===== src/rtl/dcfr_pkg.sv =====
// shared constants and result type for the daisy-chain frame receiver
package dcfr_pkg;

  localparam int MaxLeds = 64;
  localparam int IdxW    = $clog2(MaxLeds);
  localparam int CntW    = IdxW + 1;

  localparam logic [7:0] SYNC_BYTE = 8'h7E;
  localparam logic [7:0] MY_ADDR   = 8'h80;
  localparam logic [7:0] PAD_BYTE  = 8'h7D;
  localparam logic [7:0] ESC_BYTE  = 8'h7F;
  localparam logic [7:0] ESC_ADD   = 8'h4E;

  localparam logic [CntW-1:0] COUNT_RESET = CntW'(28);

  typedef struct packed {
    logic            tx_valid;
    logic [7:0]      tx_byte;
    logic            store_valid;
    logic [IdxW-1:0] store_index;
    logic [7:0]      store_value;
    logic            frame_done;
  } dcfr_result_t;

  typedef struct packed {
    logic       valid;
    logic [7:0] rx_byte;
  } dcfr_byte_t;

  // clamp the configured count to 1..MaxLeds
  function automatic logic [CntW-1:0] clamp_count(input logic [CntW-1:0] n);
    logic [CntW-1:0] r;
    r = n;
    if (n == '0) begin
      r = CntW'(1);
    end else if (n > CntW'(MaxLeds)) begin
      r = CntW'(MaxLeds);
    end
    return r;
  endfunction

endpackage


===== src/rtl/dcfr_in_reg.sv =====
// input register stage for received bytes
module dcfr_in_reg (
  input  logic              clk,
  input  logic              rst_n,
  input  logic              in_valid,
  output logic              in_stall,
  input  logic [7:0]        in_rx_byte,
  input  logic              advance,
  output dcfr_pkg::dcfr_byte_t held
);

  logic       valid_r;
  logic [7:0] byte_r;

  // hold while the core cannot take the registered byte
  assign in_stall = valid_r && !advance;

  // valid flag
  always_ff @(posedge clk) begin
    if (!rst_n) begin
      valid_r <= 1'b0;
    end else if (!in_stall) begin
      valid_r <= in_valid;
    end
  end

  // payload
  always_ff @(posedge clk) begin
    if (!in_stall && in_valid) begin
      byte_r <= in_rx_byte;
    end
  end

  assign held.valid   = valid_r;
  assign held.rx_byte = byte_r;

endmodule


===== src/rtl/dcfr_core.sv =====
// receiver state machine and result register
module dcfr_core (
  input  logic                       clk,
  input  logic                       rst_n,
  input  dcfr_pkg::dcfr_byte_t       held,
  input  logic [dcfr_pkg::CntW-1:0]  led_count,
  output logic                       advance,
  output logic                       out_valid,
  input  logic                       out_stall,
  output dcfr_pkg::dcfr_result_t     result
);

  typedef enum logic [2:0] {
    PH_IDLE = 3'd0,
    PH_ADDR = 3'd1,
    PH_DATA = 3'd2,
    PH_ESC  = 3'd3,
    PH_FWD  = 3'd4
  } phase_t;

  phase_t                      phase_r, phase_nxt;
  logic [dcfr_pkg::CntW-1:0]   index_r, index_nxt;
  logic                        out_valid_r;
  dcfr_pkg::dcfr_result_t      res_r, res_nxt;
  logic [dcfr_pkg::CntW-1:0]   index_inc;
  logic [dcfr_pkg::CntW-1:0]   limit;
  logic                        last_store;
  logic [7:0]                  b;

  // result register free or being drained this cycle
  assign advance = !out_valid_r || !out_stall;

  assign b          = held.rx_byte;
  assign limit      = dcfr_pkg::clamp_count(led_count);
  assign index_inc  = index_r + dcfr_pkg::CntW'(1);
  assign last_store = index_inc >= limit;

  // next state and result for the byte in the input register
  always_comb begin
    phase_nxt = phase_r;
    index_nxt = index_r;
    res_nxt   = '0;
    unique case (phase_r)
      PH_ADDR: begin
        if (b == dcfr_pkg::MY_ADDR) begin
          phase_nxt = PH_DATA;
          index_nxt = '0;
        end else if (b > dcfr_pkg::MY_ADDR) begin
          phase_nxt        = PH_FWD;
          res_nxt.tx_valid = 1'b1;
          res_nxt.tx_byte  = b - 8'd1;
        end
      end
      PH_DATA, PH_ESC: begin
        if (phase_r == PH_DATA && b == dcfr_pkg::PAD_BYTE) begin
          phase_nxt = PH_DATA;
        end else if (phase_r == PH_DATA && b == dcfr_pkg::ESC_BYTE) begin
          phase_nxt = PH_ESC;
        end else begin
          res_nxt.store_valid = 1'b1;
          res_nxt.store_index = index_r[dcfr_pkg::IdxW-1:0];
          res_nxt.store_value = (phase_r == PH_ESC) ? b + dcfr_pkg::ESC_ADD : b;
          index_nxt           = index_inc;
          if (last_store) begin
            phase_nxt          = PH_FWD;
            res_nxt.tx_valid   = 1'b1;
            res_nxt.tx_byte    = dcfr_pkg::MY_ADDR;
            res_nxt.frame_done = 1'b1;
          end else begin
            phase_nxt = PH_DATA;
          end
        end
      end
      PH_FWD: begin
        if (b == dcfr_pkg::SYNC_BYTE) begin
          phase_nxt = PH_ADDR;
        end
        res_nxt.tx_valid = 1'b1;
        res_nxt.tx_byte  = b;
      end
      default: begin
        if (b == dcfr_pkg::SYNC_BYTE) begin
          phase_nxt        = PH_ADDR;
          res_nxt.tx_valid = 1'b1;
          res_nxt.tx_byte  = dcfr_pkg::SYNC_BYTE;
        end else begin
          phase_nxt = PH_IDLE;
        end
      end
    endcase
  end

  // state and result valid
  always_ff @(posedge clk) begin
    if (!rst_n) begin
      phase_r     <= PH_IDLE;
      index_r     <= '0;
      out_valid_r <= 1'b0;
    end else if (advance) begin
      out_valid_r <= held.valid;
      if (held.valid) begin
        phase_r <= phase_nxt;
        index_r <= index_nxt;
      end
    end
  end

  // result payload
  always_ff @(posedge clk) begin
    if (advance && held.valid) begin
      res_r <= res_nxt;
    end
  end

  assign out_valid = out_valid_r;
  assign result    = res_r;

endmodule


===== src/rtl/daisy_chain_frame_receiver_unit.sv =====
// top level of the daisy-chain frame receiver
// One received byte is taken per clock cycle when the result side keeps up; each byte gives
// exactly one result, registered first in the input register and then in the result
// register, with the phase/index update and result decode between them.
// Throughput is bounded only by the result channel's stall. led_count is clamped to 1..64
// and must be written while no byte is in flight; its reset value is 28.
module daisy_chain_frame_receiver_unit (
  input  logic                            clk,
  input  logic                            rst_n,
  input  logic                            cfg_wr_en,
  input  logic [dcfr_pkg::CntW-1:0]       cfg_led_count,
  input  logic                            in_valid,
  output logic                            in_stall,
  input  logic [7:0]                      in_rx_byte,
  output logic                            out_valid,
  input  logic                            out_stall,
  output logic                            out_tx_valid,
  output logic [7:0]                      out_tx_byte,
  output logic                            out_store_valid,
  output logic [dcfr_pkg::IdxW-1:0]       out_store_index,
  output logic [7:0]                      out_store_value,
  output logic                            out_frame_done
);

  logic [dcfr_pkg::CntW-1:0] led_count_r;
  logic                      advance;
  dcfr_pkg::dcfr_byte_t      held;
  dcfr_pkg::dcfr_result_t    result;

  // configuration register
  always_ff @(posedge clk) begin
    if (!rst_n) begin
      led_count_r <= dcfr_pkg::COUNT_RESET;
    end else if (cfg_wr_en) begin
      led_count_r <= cfg_led_count;
    end
  end

  // input register
  dcfr_in_reg u_in_reg (
    .clk        (clk),
    .rst_n      (rst_n),
    .in_valid   (in_valid),
    .in_stall   (in_stall),
    .in_rx_byte (in_rx_byte),
    .advance    (advance),
    .held       (held)
  );

  // receiver core
  dcfr_core u_core (
    .clk       (clk),
    .rst_n     (rst_n),
    .held      (held),
    .led_count (led_count_r),
    .advance   (advance),
    .out_valid (out_valid),
    .out_stall (out_stall),
    .result    (result)
  );

  assign out_tx_valid    = result.tx_valid;
  assign out_tx_byte     = result.tx_byte;
  assign out_store_valid = result.store_valid;
  assign out_store_index = result.store_index;
  assign out_store_value = result.store_value;
  assign out_frame_done  = result.frame_done;

  // frame end always stores a value and sends the claim byte downstream
  a_done_sends_claim: assert property (@(posedge clk) disable iff (!rst_n)
    out_valid && out_frame_done |->
      out_store_valid && out_tx_valid && out_tx_byte == dcfr_pkg::MY_ADDR)
    else $error("frame end without store and claim byte");

  // a new result only follows a byte held in the input register
  a_result_has_source: assert property (@(posedge clk) disable iff (!rst_n)
    $rose(out_valid) |-> $past(held.valid))
    else $error("result appeared without a received byte");

  // an idle transmit slot carries zero
  a_tx_idle_zero: assert property (@(posedge clk) disable iff (!rst_n)
    out_valid && !out_tx_valid |-> out_tx_byte == 8'h00)
    else $error("tx byte not cleared when no transmit");

endmodule


===== config.mk =====
export PLATFORM = sky130hd
export DESIGN_NAME = daisy_chain_frame_receiver_unit
export DESIGN_NICKNAME = d
export VERILOG_FILES = /design/src/rtl/dcfr_pkg.sv /design/src/rtl/dcfr_in_reg.sv /design/src/rtl/dcfr_core.sv /design/src/rtl/daisy_chain_frame_receiver_unit.sv
export SDC_FILE = /design/constraint.sdc
export NUM_CORES = 1
export LEC_CHECK = 0
export BUFFER_PORTS_ARGS = -buffer_cell sky130_fd_sc_hd__buf_4
export CAP_MARGIN = 5
export CORE_MARGIN = 4
export CORE_UTILIZATION = 56
export CTS_BUF_LIST = sky130_fd_sc_hd__clkbuf_16
export DETAILED_ROUTE_END_ITERATION = 6
export GPL_ROUTABILITY_DRIVEN = 0
export PLACE_DENSITY = 0.76
export SLEW_MARGIN = 5
export SYNTH_ARGS = -nofsm -noshare
export SYNTH_HDL_FRONTEND = slang
export SYNTH_HIERARCHICAL = 1
export SYNTH_SLANG_ARGS = --single-unit

===== constraint.sdc =====
create_clock -name clk -period 3.4 [get_ports clk]
set_clock_uncertainty 0.1 [all_clocks]
set_input_delay 0.17 -clock clk [delete_from_list [all_inputs] [get_ports clk]]
set_output_delay 0.17 -clock clk [all_outputs]
set_load 0.005 [all_outputs]

==> results of run 1 <==
[worst min path at each step]
| stage | from | endpoint | slack, ns | cells after the start |
|---|---|---|---|---|
| floorplan | rst_n | led_count_r[2]$_SDFFE_PN1P_ | 0.13 | 1 |
| global placement | in_rx_byte[5] | u_in_reg/byte_r[5]$_DFFE_PP_ | 0.25 | 1 |
| detailed placement | in_rx_byte[6] | u_in_reg/byte_r[6]$_DFFE_PP_ | 0.25 | 1 |
| CTS | cfg_led_count[2] | led_count_r[2]$_SDFFE_PN1P_ | 0.001 | 3 |
| global route | cfg_led_count[2] | led_count_r[2]$_SDFFE_PN1P_ | 0.02 | 3 |
| finish | cfg_led_count[2] | led_count_r[2]$_SDFFE_PN1P_ | 0.0005 | 3 |
[synth_stat cells, types with 2 or more instances]
cell      instances  area (um2)
a21o_1            2        15.0
a31oi_1           4        25.0
a31o_2            2        17.5
o211ai_1          3        22.5
nand4_1           7        43.8
inv_1             8        30.0
clkbuf_1          3        11.3
xor2_1            7        61.3
xnor2_1           4        35.0
nor2_1           20        75.1
buf_6             2        22.5
ha_1             15         188
buf_2             4        20.0
nand2b_1          3        18.8
and3_1           10        62.6
nand2_1          22        82.6
mux2i_1           7        70.1
dfxtp_1          19         380
o311ai_0          3        26.3
nor3_1            4        20.0
or3b_2            2        17.5
o221ai_1          2        17.5
o21ai_0          13        65.1
nor3b_1           2        15.0
nor2b_1           5        31.3
and2_1            2        12.5
a21bo_2           3        30.0
buf_4             2        15.0
a21oi_1           8        40.0
edfxtp_1         33         991
nand3_1          14        70.1
[report_power, final]
| part | internal [mW] | switching, mW | total, mW | leakage [nW] |
|---|---|---|---|---|
| clock network | 0.267 | 0.204 | 0.472 | 0.0710 |
| registers | 0.696 | 0.0235 | 0.720 | 0.473 |
| logic | 0.0670 | 0.0613 | 0.128 | 0.917 |
[cell usage in the layout, fill, tap and decap left out, types with 5 or more instances in the layout]
cell / instances
buf_4: 47
dlygate4sd3_1: 11
nand3_1: 14
ha_1: 15
nand2_1: 22
a21oi_1: 8
edfxtp_1: 33
clkbuf_16: 5
mux2i_1: 7
nor2_1: 20
xor2_1: 7
nand4_1: 7
dfxtp_1: 19
o21ai_0: 13
inv_1: 8
and3_1: 10
nor2b_1: 5
[routing by layer]
metal | GRT usage [%] | vias to the layer above
met5 | 0 | -
met2 | 32.0 | 80
met1 | 25.3 | 1013
met4 | 7.69 | 0
li1 | - | 1075
met3 | 3.56 | 13
[registers in the layout (all words and copies together), names as in the netlist]
signal            cells
u_core/out_valid      1
u_in_reg/valid_r      1
u_core/phase_r        3
led_count_r           7
u_in_reg/byte_r       8
u_core/result        25
u_core/index_r        7
[critical path, delay by kind of cell (launching register included)]
family | cells | cell delay, ns
buffers and inverters | 1 | 0.05
flip-flops | 1 | 0.41
AO/OA/AOI/OAI | 3 | 0.54
adder cells (fa/ha/maj) | 2 | 0.56
AND/OR/NAND/NOR | 4 | 0.68
XOR/XNOR | 1 | 0.22
[area by class of cell]
cell class                      instances  area share (%)
Sequential cell                        52            40.2
Multi-Input combinational cell        189            38.7
Timing Repair Buffer                   58            13.6
Clock buffer                            5            3.67
Tap cell                               67            2.46
Inverter                                9           0.990
Clock inverter                          3           0.403
[cell families after synthesis]
logic type	count (synthesis)	share of synthesized area [%]
simple gates	104	21.1
compound gates	52	13.5
flops	52	49.1
buf+inv	20	3.67
fa+ha+maj	15	6.71
xor+xnor	11	3.45
mux	7	2.51
==> results.json, run 1 <==
{
  "cts_buffers": 5,
  "die-width_um": 78.7,
  "crit_end": "u_core/result[23]$_DFFE_PP_",
  "rsz0062_at_grt": "false",
  "powerDensity_mw_per_mm2": 387,
  "worstMarginPinSlew_ns": 0.643,
  "initial_utilization_pct": 58.4,
  "max-vdd-ir-drop_v": 0.000247,
  "multi_input_area_mm2": 0.00132,
  "max_slew_margin_pct": 56.1,
  "finalCriticalPeriod_ns": 2.81,
  "fmax_mhz": 356,
  "crit_path_end_kind": "register",
  "clk_path_buf_depth": 2,
  "async_reset_ff_share_pct": 0,
  "fillCellCount": 375,
  "grt_pass1_wl_um": 9460,
  "start_kind": "register",
  "r2r_end": "u_core/result[23]$_DFFE_PP_",
  "design_area_mm2": 0.00341,
  "crit_arrival_ns": 2.75,
  "dr_wl_met3_um": 378,
  "worst_slack_ns": 0.589,
  "worstPathMaxFanout": 6,
  "synth_cell_types": 57,
  "drv_slew": 0,
  "syn-num-nets": 296,
  "reg2reg_slack_ns": 0.59,
  "cp_slowest_stage_delay_ns": 0.41,
  "antenna_cells": 0,
  "grt_max_degree": 30,
  "crit_slowest_cell": "dfxtp_1",
  "grtUsageTotal_pct": 19.5,
  "setup_violations": 0,
  "root_buffer": "clkbuf_16",
  "synth_seq_area_share_pct": 49.1,
  "avgSynthCellArea_um2": 10.7,
  "post-place-ws_ns": 0.644,
  "cts_tree": "built",
  "wirelength_um": 5690,
  "ys_ff_latch": 52,
  "ff2ff_path_depth": 11,
  "utilization_pct": 71.3,
  "path_cells": "ha_1 -> and3_1 -> nand3_1 -> xnor2_1 -> ha_1 -> a21oi_1 -> and3_1 -> o21ai_0 -> nand2_2 -> inv_1 -> a211o_1",
  "hpwlAfterDp_um": 3930,
  "clkSinkCount": 52,
  "syn_area_mm2": 0.00280,
  "syn2layout_area_growth_pct": 22.1,
  "antenna_found_initial": 0,
  "routed-wl-met2_um": 2710,
  "synthCells": 261,
  "wl_met1_um": 2490,
  "status": "finished, final reports clean",
  "required_ns": 3.34,
  "top_layer": "met4",
  "hp-class": "primary input to register",
  "core_mm2": 0.00479,
  "timing.setup.tns_ns": 0,
  "dp_cells": 364,
  "grt_pass1_vias": 2011,
  "clock_latency_ns": 0.29,
  "gr-total-overflow": 0,
  "finalCritPeriodShare_pct": 82.7,
  "place_area_mm2": 0.00316,
  "post_cts_buffers": 0,
  "clk_pin_slew_ns": 0.07,
  "r2r_start": "u_core/index_r[0]$_SDFFE_PN0P_",
  "finalHoldViolCount": 0,
  "antenna_left": 0,
  "wire_per_inst_um": 14.9,
  "regArea_mm2": 0.00137,
  "fin_nets": 350,
  "holdWs_ns": 0.000465,
  "vias": 2181,
  "finalPower_mw": 1.32,
  "final_cell_count_no_fill": 383,
  "drt_iter0_drc": 157,
  "worstSetupPathType": "register to register",
  "max-cap-violations": 0,
  "dr.pass1.iters": 4,
  "io_buffers": 46,
  "cp-startpoint": "u_core/index_r[0]$_SDFFE_PN0P_",
  "drive_above_1_share_pct": 23.4,
  "leakagePower_nw": 1.46,
  "die_h_um": 78.7,
  "rows": 25,
  "via_per_inst": 5.69,
  "drc": 0,
  "ios": 47,
  "yosys_warnings": 6,
  "cts_resized": 0,
  "fp.dieArea_mm2": 0.00619,
  "cts_hold_buf": 11,
  "synth_edf_count": 33,
  "synth_flop_cell": "edfxtp_1",
  "ctsHtreeMaxLevel": 2
}
(Power assumes the default switching activity.)
==> run 2, diff against run 1 <==
==> constraint.sdc (replaced) <==
create_clock -name clk -period 2.75 [get_ports clk]
set_clock_uncertainty 0.1 [all_clocks]
set_input_delay 0.1375 -clock clk [delete_from_list [all_inputs] [get_ports clk]]
set_output_delay 0.1375 -clock clk [all_outputs]
set_load 0.005 [all_outputs]
==> run 2 against run 1 <==
Largest cell class unchanged. Critical path type unchanged. Highest routed layer unchanged. Sequential power increased by 23%. Flip-flop and latch count is the same. Cell area is 0.84% higher. Register-to-register slack worse by 0.49 ns. Via count fell by 0.28%. Setup slack got worse by 0.49 ns. Final cell count increased by 0.52%.
==> results.json, run 2 (synthesis gave the netlist of run 1 again) <==
{
  "largest_register_ffs": 25,
  "grt_pass1_wl_um": 9500,
  "via_per_inst": 5.65,
  "design_area_mm2": 0.00344,
  "wirelength_um": 5790,
  "die-width_um": 78.7,
  "ctsHtreeMaxLevel": 2,
  "cp_slowest_stage_delay_ns": 0.38,
  "antenna_left": 0,
  "hpwlAfterDp_um": 3960,
  "clk_path_buf_depth": 2,
  "wire_per_inst_um": 15.0,
  "ios": 47,
  "vias": 2175,
  "rows": 25,
  "crit_arrival_ns": 2.59,
  "ff2ff_path_depth": 11,
  "setup_violations": 0,
  "drc": 0,
  "place_area_mm2": 0.00317,
  "worstPathMaxFanout": 4,
  "path_delay_family": "simple AND/OR/NAND/NOR gates",
  "timing.setup.tns_ns": 0,
  "core_mm2": 0.00479,
  "worstMarginPinSlew_ns": 0.647,
  "min_from": "cfg_led_count[0]",
  "fmax_mhz": 377,
  "r2r_start": "u_core/index_r[1]$_SDFFE_PN0P_",
  "worstSetupPathType": "register to register",
  "crit_path_end_kind": "register",
  "rsz0062_at_grt": "false",
  "fin_nets": 352,
  "max_slew_margin_pct": 56.8,
  "max-cap-violations": 0,
  "io_buffers": 46,
  "drv_slew": 0,
  "worst-path-buf-inv": 1,
  "dp_cells": 365,
  "antenna_found_initial": 0,
  "syn2layout_area_growth_pct": 23.1,
  "cts_tree": "built",
  "finalCritPeriodShare_pct": 96.5,
  "gr-total-overflow": 0,
  "finalPower_mw": 1.64,
  "die_h_um": 78.7,
  "grtUsageTotal_pct": 19.5,
  "status": "finished, final reports clean",
  "post_cts_buffers": 0,
  "final_cell_count_no_fill": 385,
  "crit_slowest_cell": "dfxtp_1",
  "drive_above_1_share_pct": 24.5,
  "critPathMostFrequentCell": "and3_1",
  "worst_slack_ns": 0.0965,
  "initial_utilization_pct": 58.4,
  "antenna_cells": 0,
  "min_to": "led_count_r[0]$_SDFFE_PN0P_",
  "reg2reg_slack_ns": 0.1,
  "cp.depth": 11,
  "root_buffer": "clkbuf_16",
  "leakagePower_nw": 1.48,
  "post-place-ws_ns": 0.0228,
  "finalCriticalPeriod_ns": 2.65,
  "powerDensity_mw_per_mm2": 478,
  "hp-class": "primary input to register",
  "drt_iter0_drc": 182,
  "clk_pin_slew_ns": 0.07,
  "start_kind": "register",
  "finalHoldViolCount": 0,
  "path_cells": "ha_2 -> and3_1 -> nand3_1 -> xnor2_2 -> ha_1 -> a21oi_1 -> and3_1 -> o21ai_1 -> nand2_2 -> inv_1 -> a211o_1",
  "grt_pass1_vias": 1986,
  "whs_path_depth": 3,
  "required_ns": 2.69,
  "r2r_end": "u_core/result[23]$_DFFE_PP_",
  "dr.pass1.iters": 4,
  "clkSinkCount": 52,
  "max-vdd-ir-drop_v": 0.000357,
  "clock_latency_ns": 0.29,
  "grt_max_degree": 24,
  "utilization_pct": 71.9,
  "holdWs_ns": 0.00204,
  "fp.dieArea_mm2": 0.00619,
  "final_common_cell": "buf_4",
  "cts_buffers": 5,
  "final_cell_mix": "buf_4, edfxtp_1, nand2_1, nor2_1, dfxtp_1"
}
[run 2: cell count changes in the layout (fill, tap and decap cells not counted), sizes merged]
cell,before,now
buf,47,48
dlygate4sd3,11,12
[run 2: power breakdown]
part           switching, mW  total [mW]  leakage, nW  internal (mW)
logic                 0.0768       0.161        0.932         0.0838
clock network          0.263       0.594       0.0710          0.331
registers             0.0292       0.889        0.474          0.860
[run 2: what timing repair did]
action,in CTS,in global routing
gates resized for setup,1,3
endpoints found under the hold margin,12,0
endpoints found under the setup margin,1,1
hold buffers,12,0
[run 2: worst min-delay path: stages]
cell and delay, ns:
buf_4 0.07, mux2i_1 0.05, nor2b_1 0.09
[run 2: metal layers]
| layer | vias up | global-route usage [%] | wire length, um | part of all wire, % |
|---|---|---|---|---|
| met2 | 74 | 32.6 | 2790 | 48 |
| met1 | 1009 | 25.6 | 2600 | 45 |
| met4 | 0 | 6.99 | 78 | 1.3 |
| met5 | - | 0 | 0 | 0 |
| li1 | 1085 | - | - | - |
| met3 | 7 | 3.21 | 314 | 5.4 |
[run 2: worst max path at each step]
stage	start	endpoint	slack (ns)
after CTS	u_core/index_r[0]$_SDFFE_PN0P_	u_core/result[23]$_DFFE_PP_	0.07
final	u_core/index_r[1]$_SDFFE_PN0P_	u_core/result[23]$_DFFE_PP_	0.1
after floorplan	u_core/index_r[0]$_SDFFE_PN0P_	u_core/result[23]$_DFFE_PP_	0.26
after detailed placement	u_core/index_r[0]$_SDFFE_PN0P_	u_core/result[23]$_DFFE_PP_	0.02
after global placement	u_core/index_r[0]$_SDFFE_PN0P_	u_core/result[23]$_DFFE_PP_	0.19
after global routing	u_core/index_r[1]$_SDFFE_PN0P_	u_core/result[23]$_DFFE_PP_	0.03
[run 2: cell type report]
| cell class | instances | area, um2 |
|---|---|---|
| multi-input cells | 189 | 1330 |
| clock inverters | 3 | 13.8 |
| flip-flops and latches | 52 | 1370 |
| well taps | 67 | 83.8 |
| fillers | 344 | 1350 |
| clock buffers | 5 | 125 |
| repair buffers | 60 | 480 |
| inverters | 9 | 33.8 |
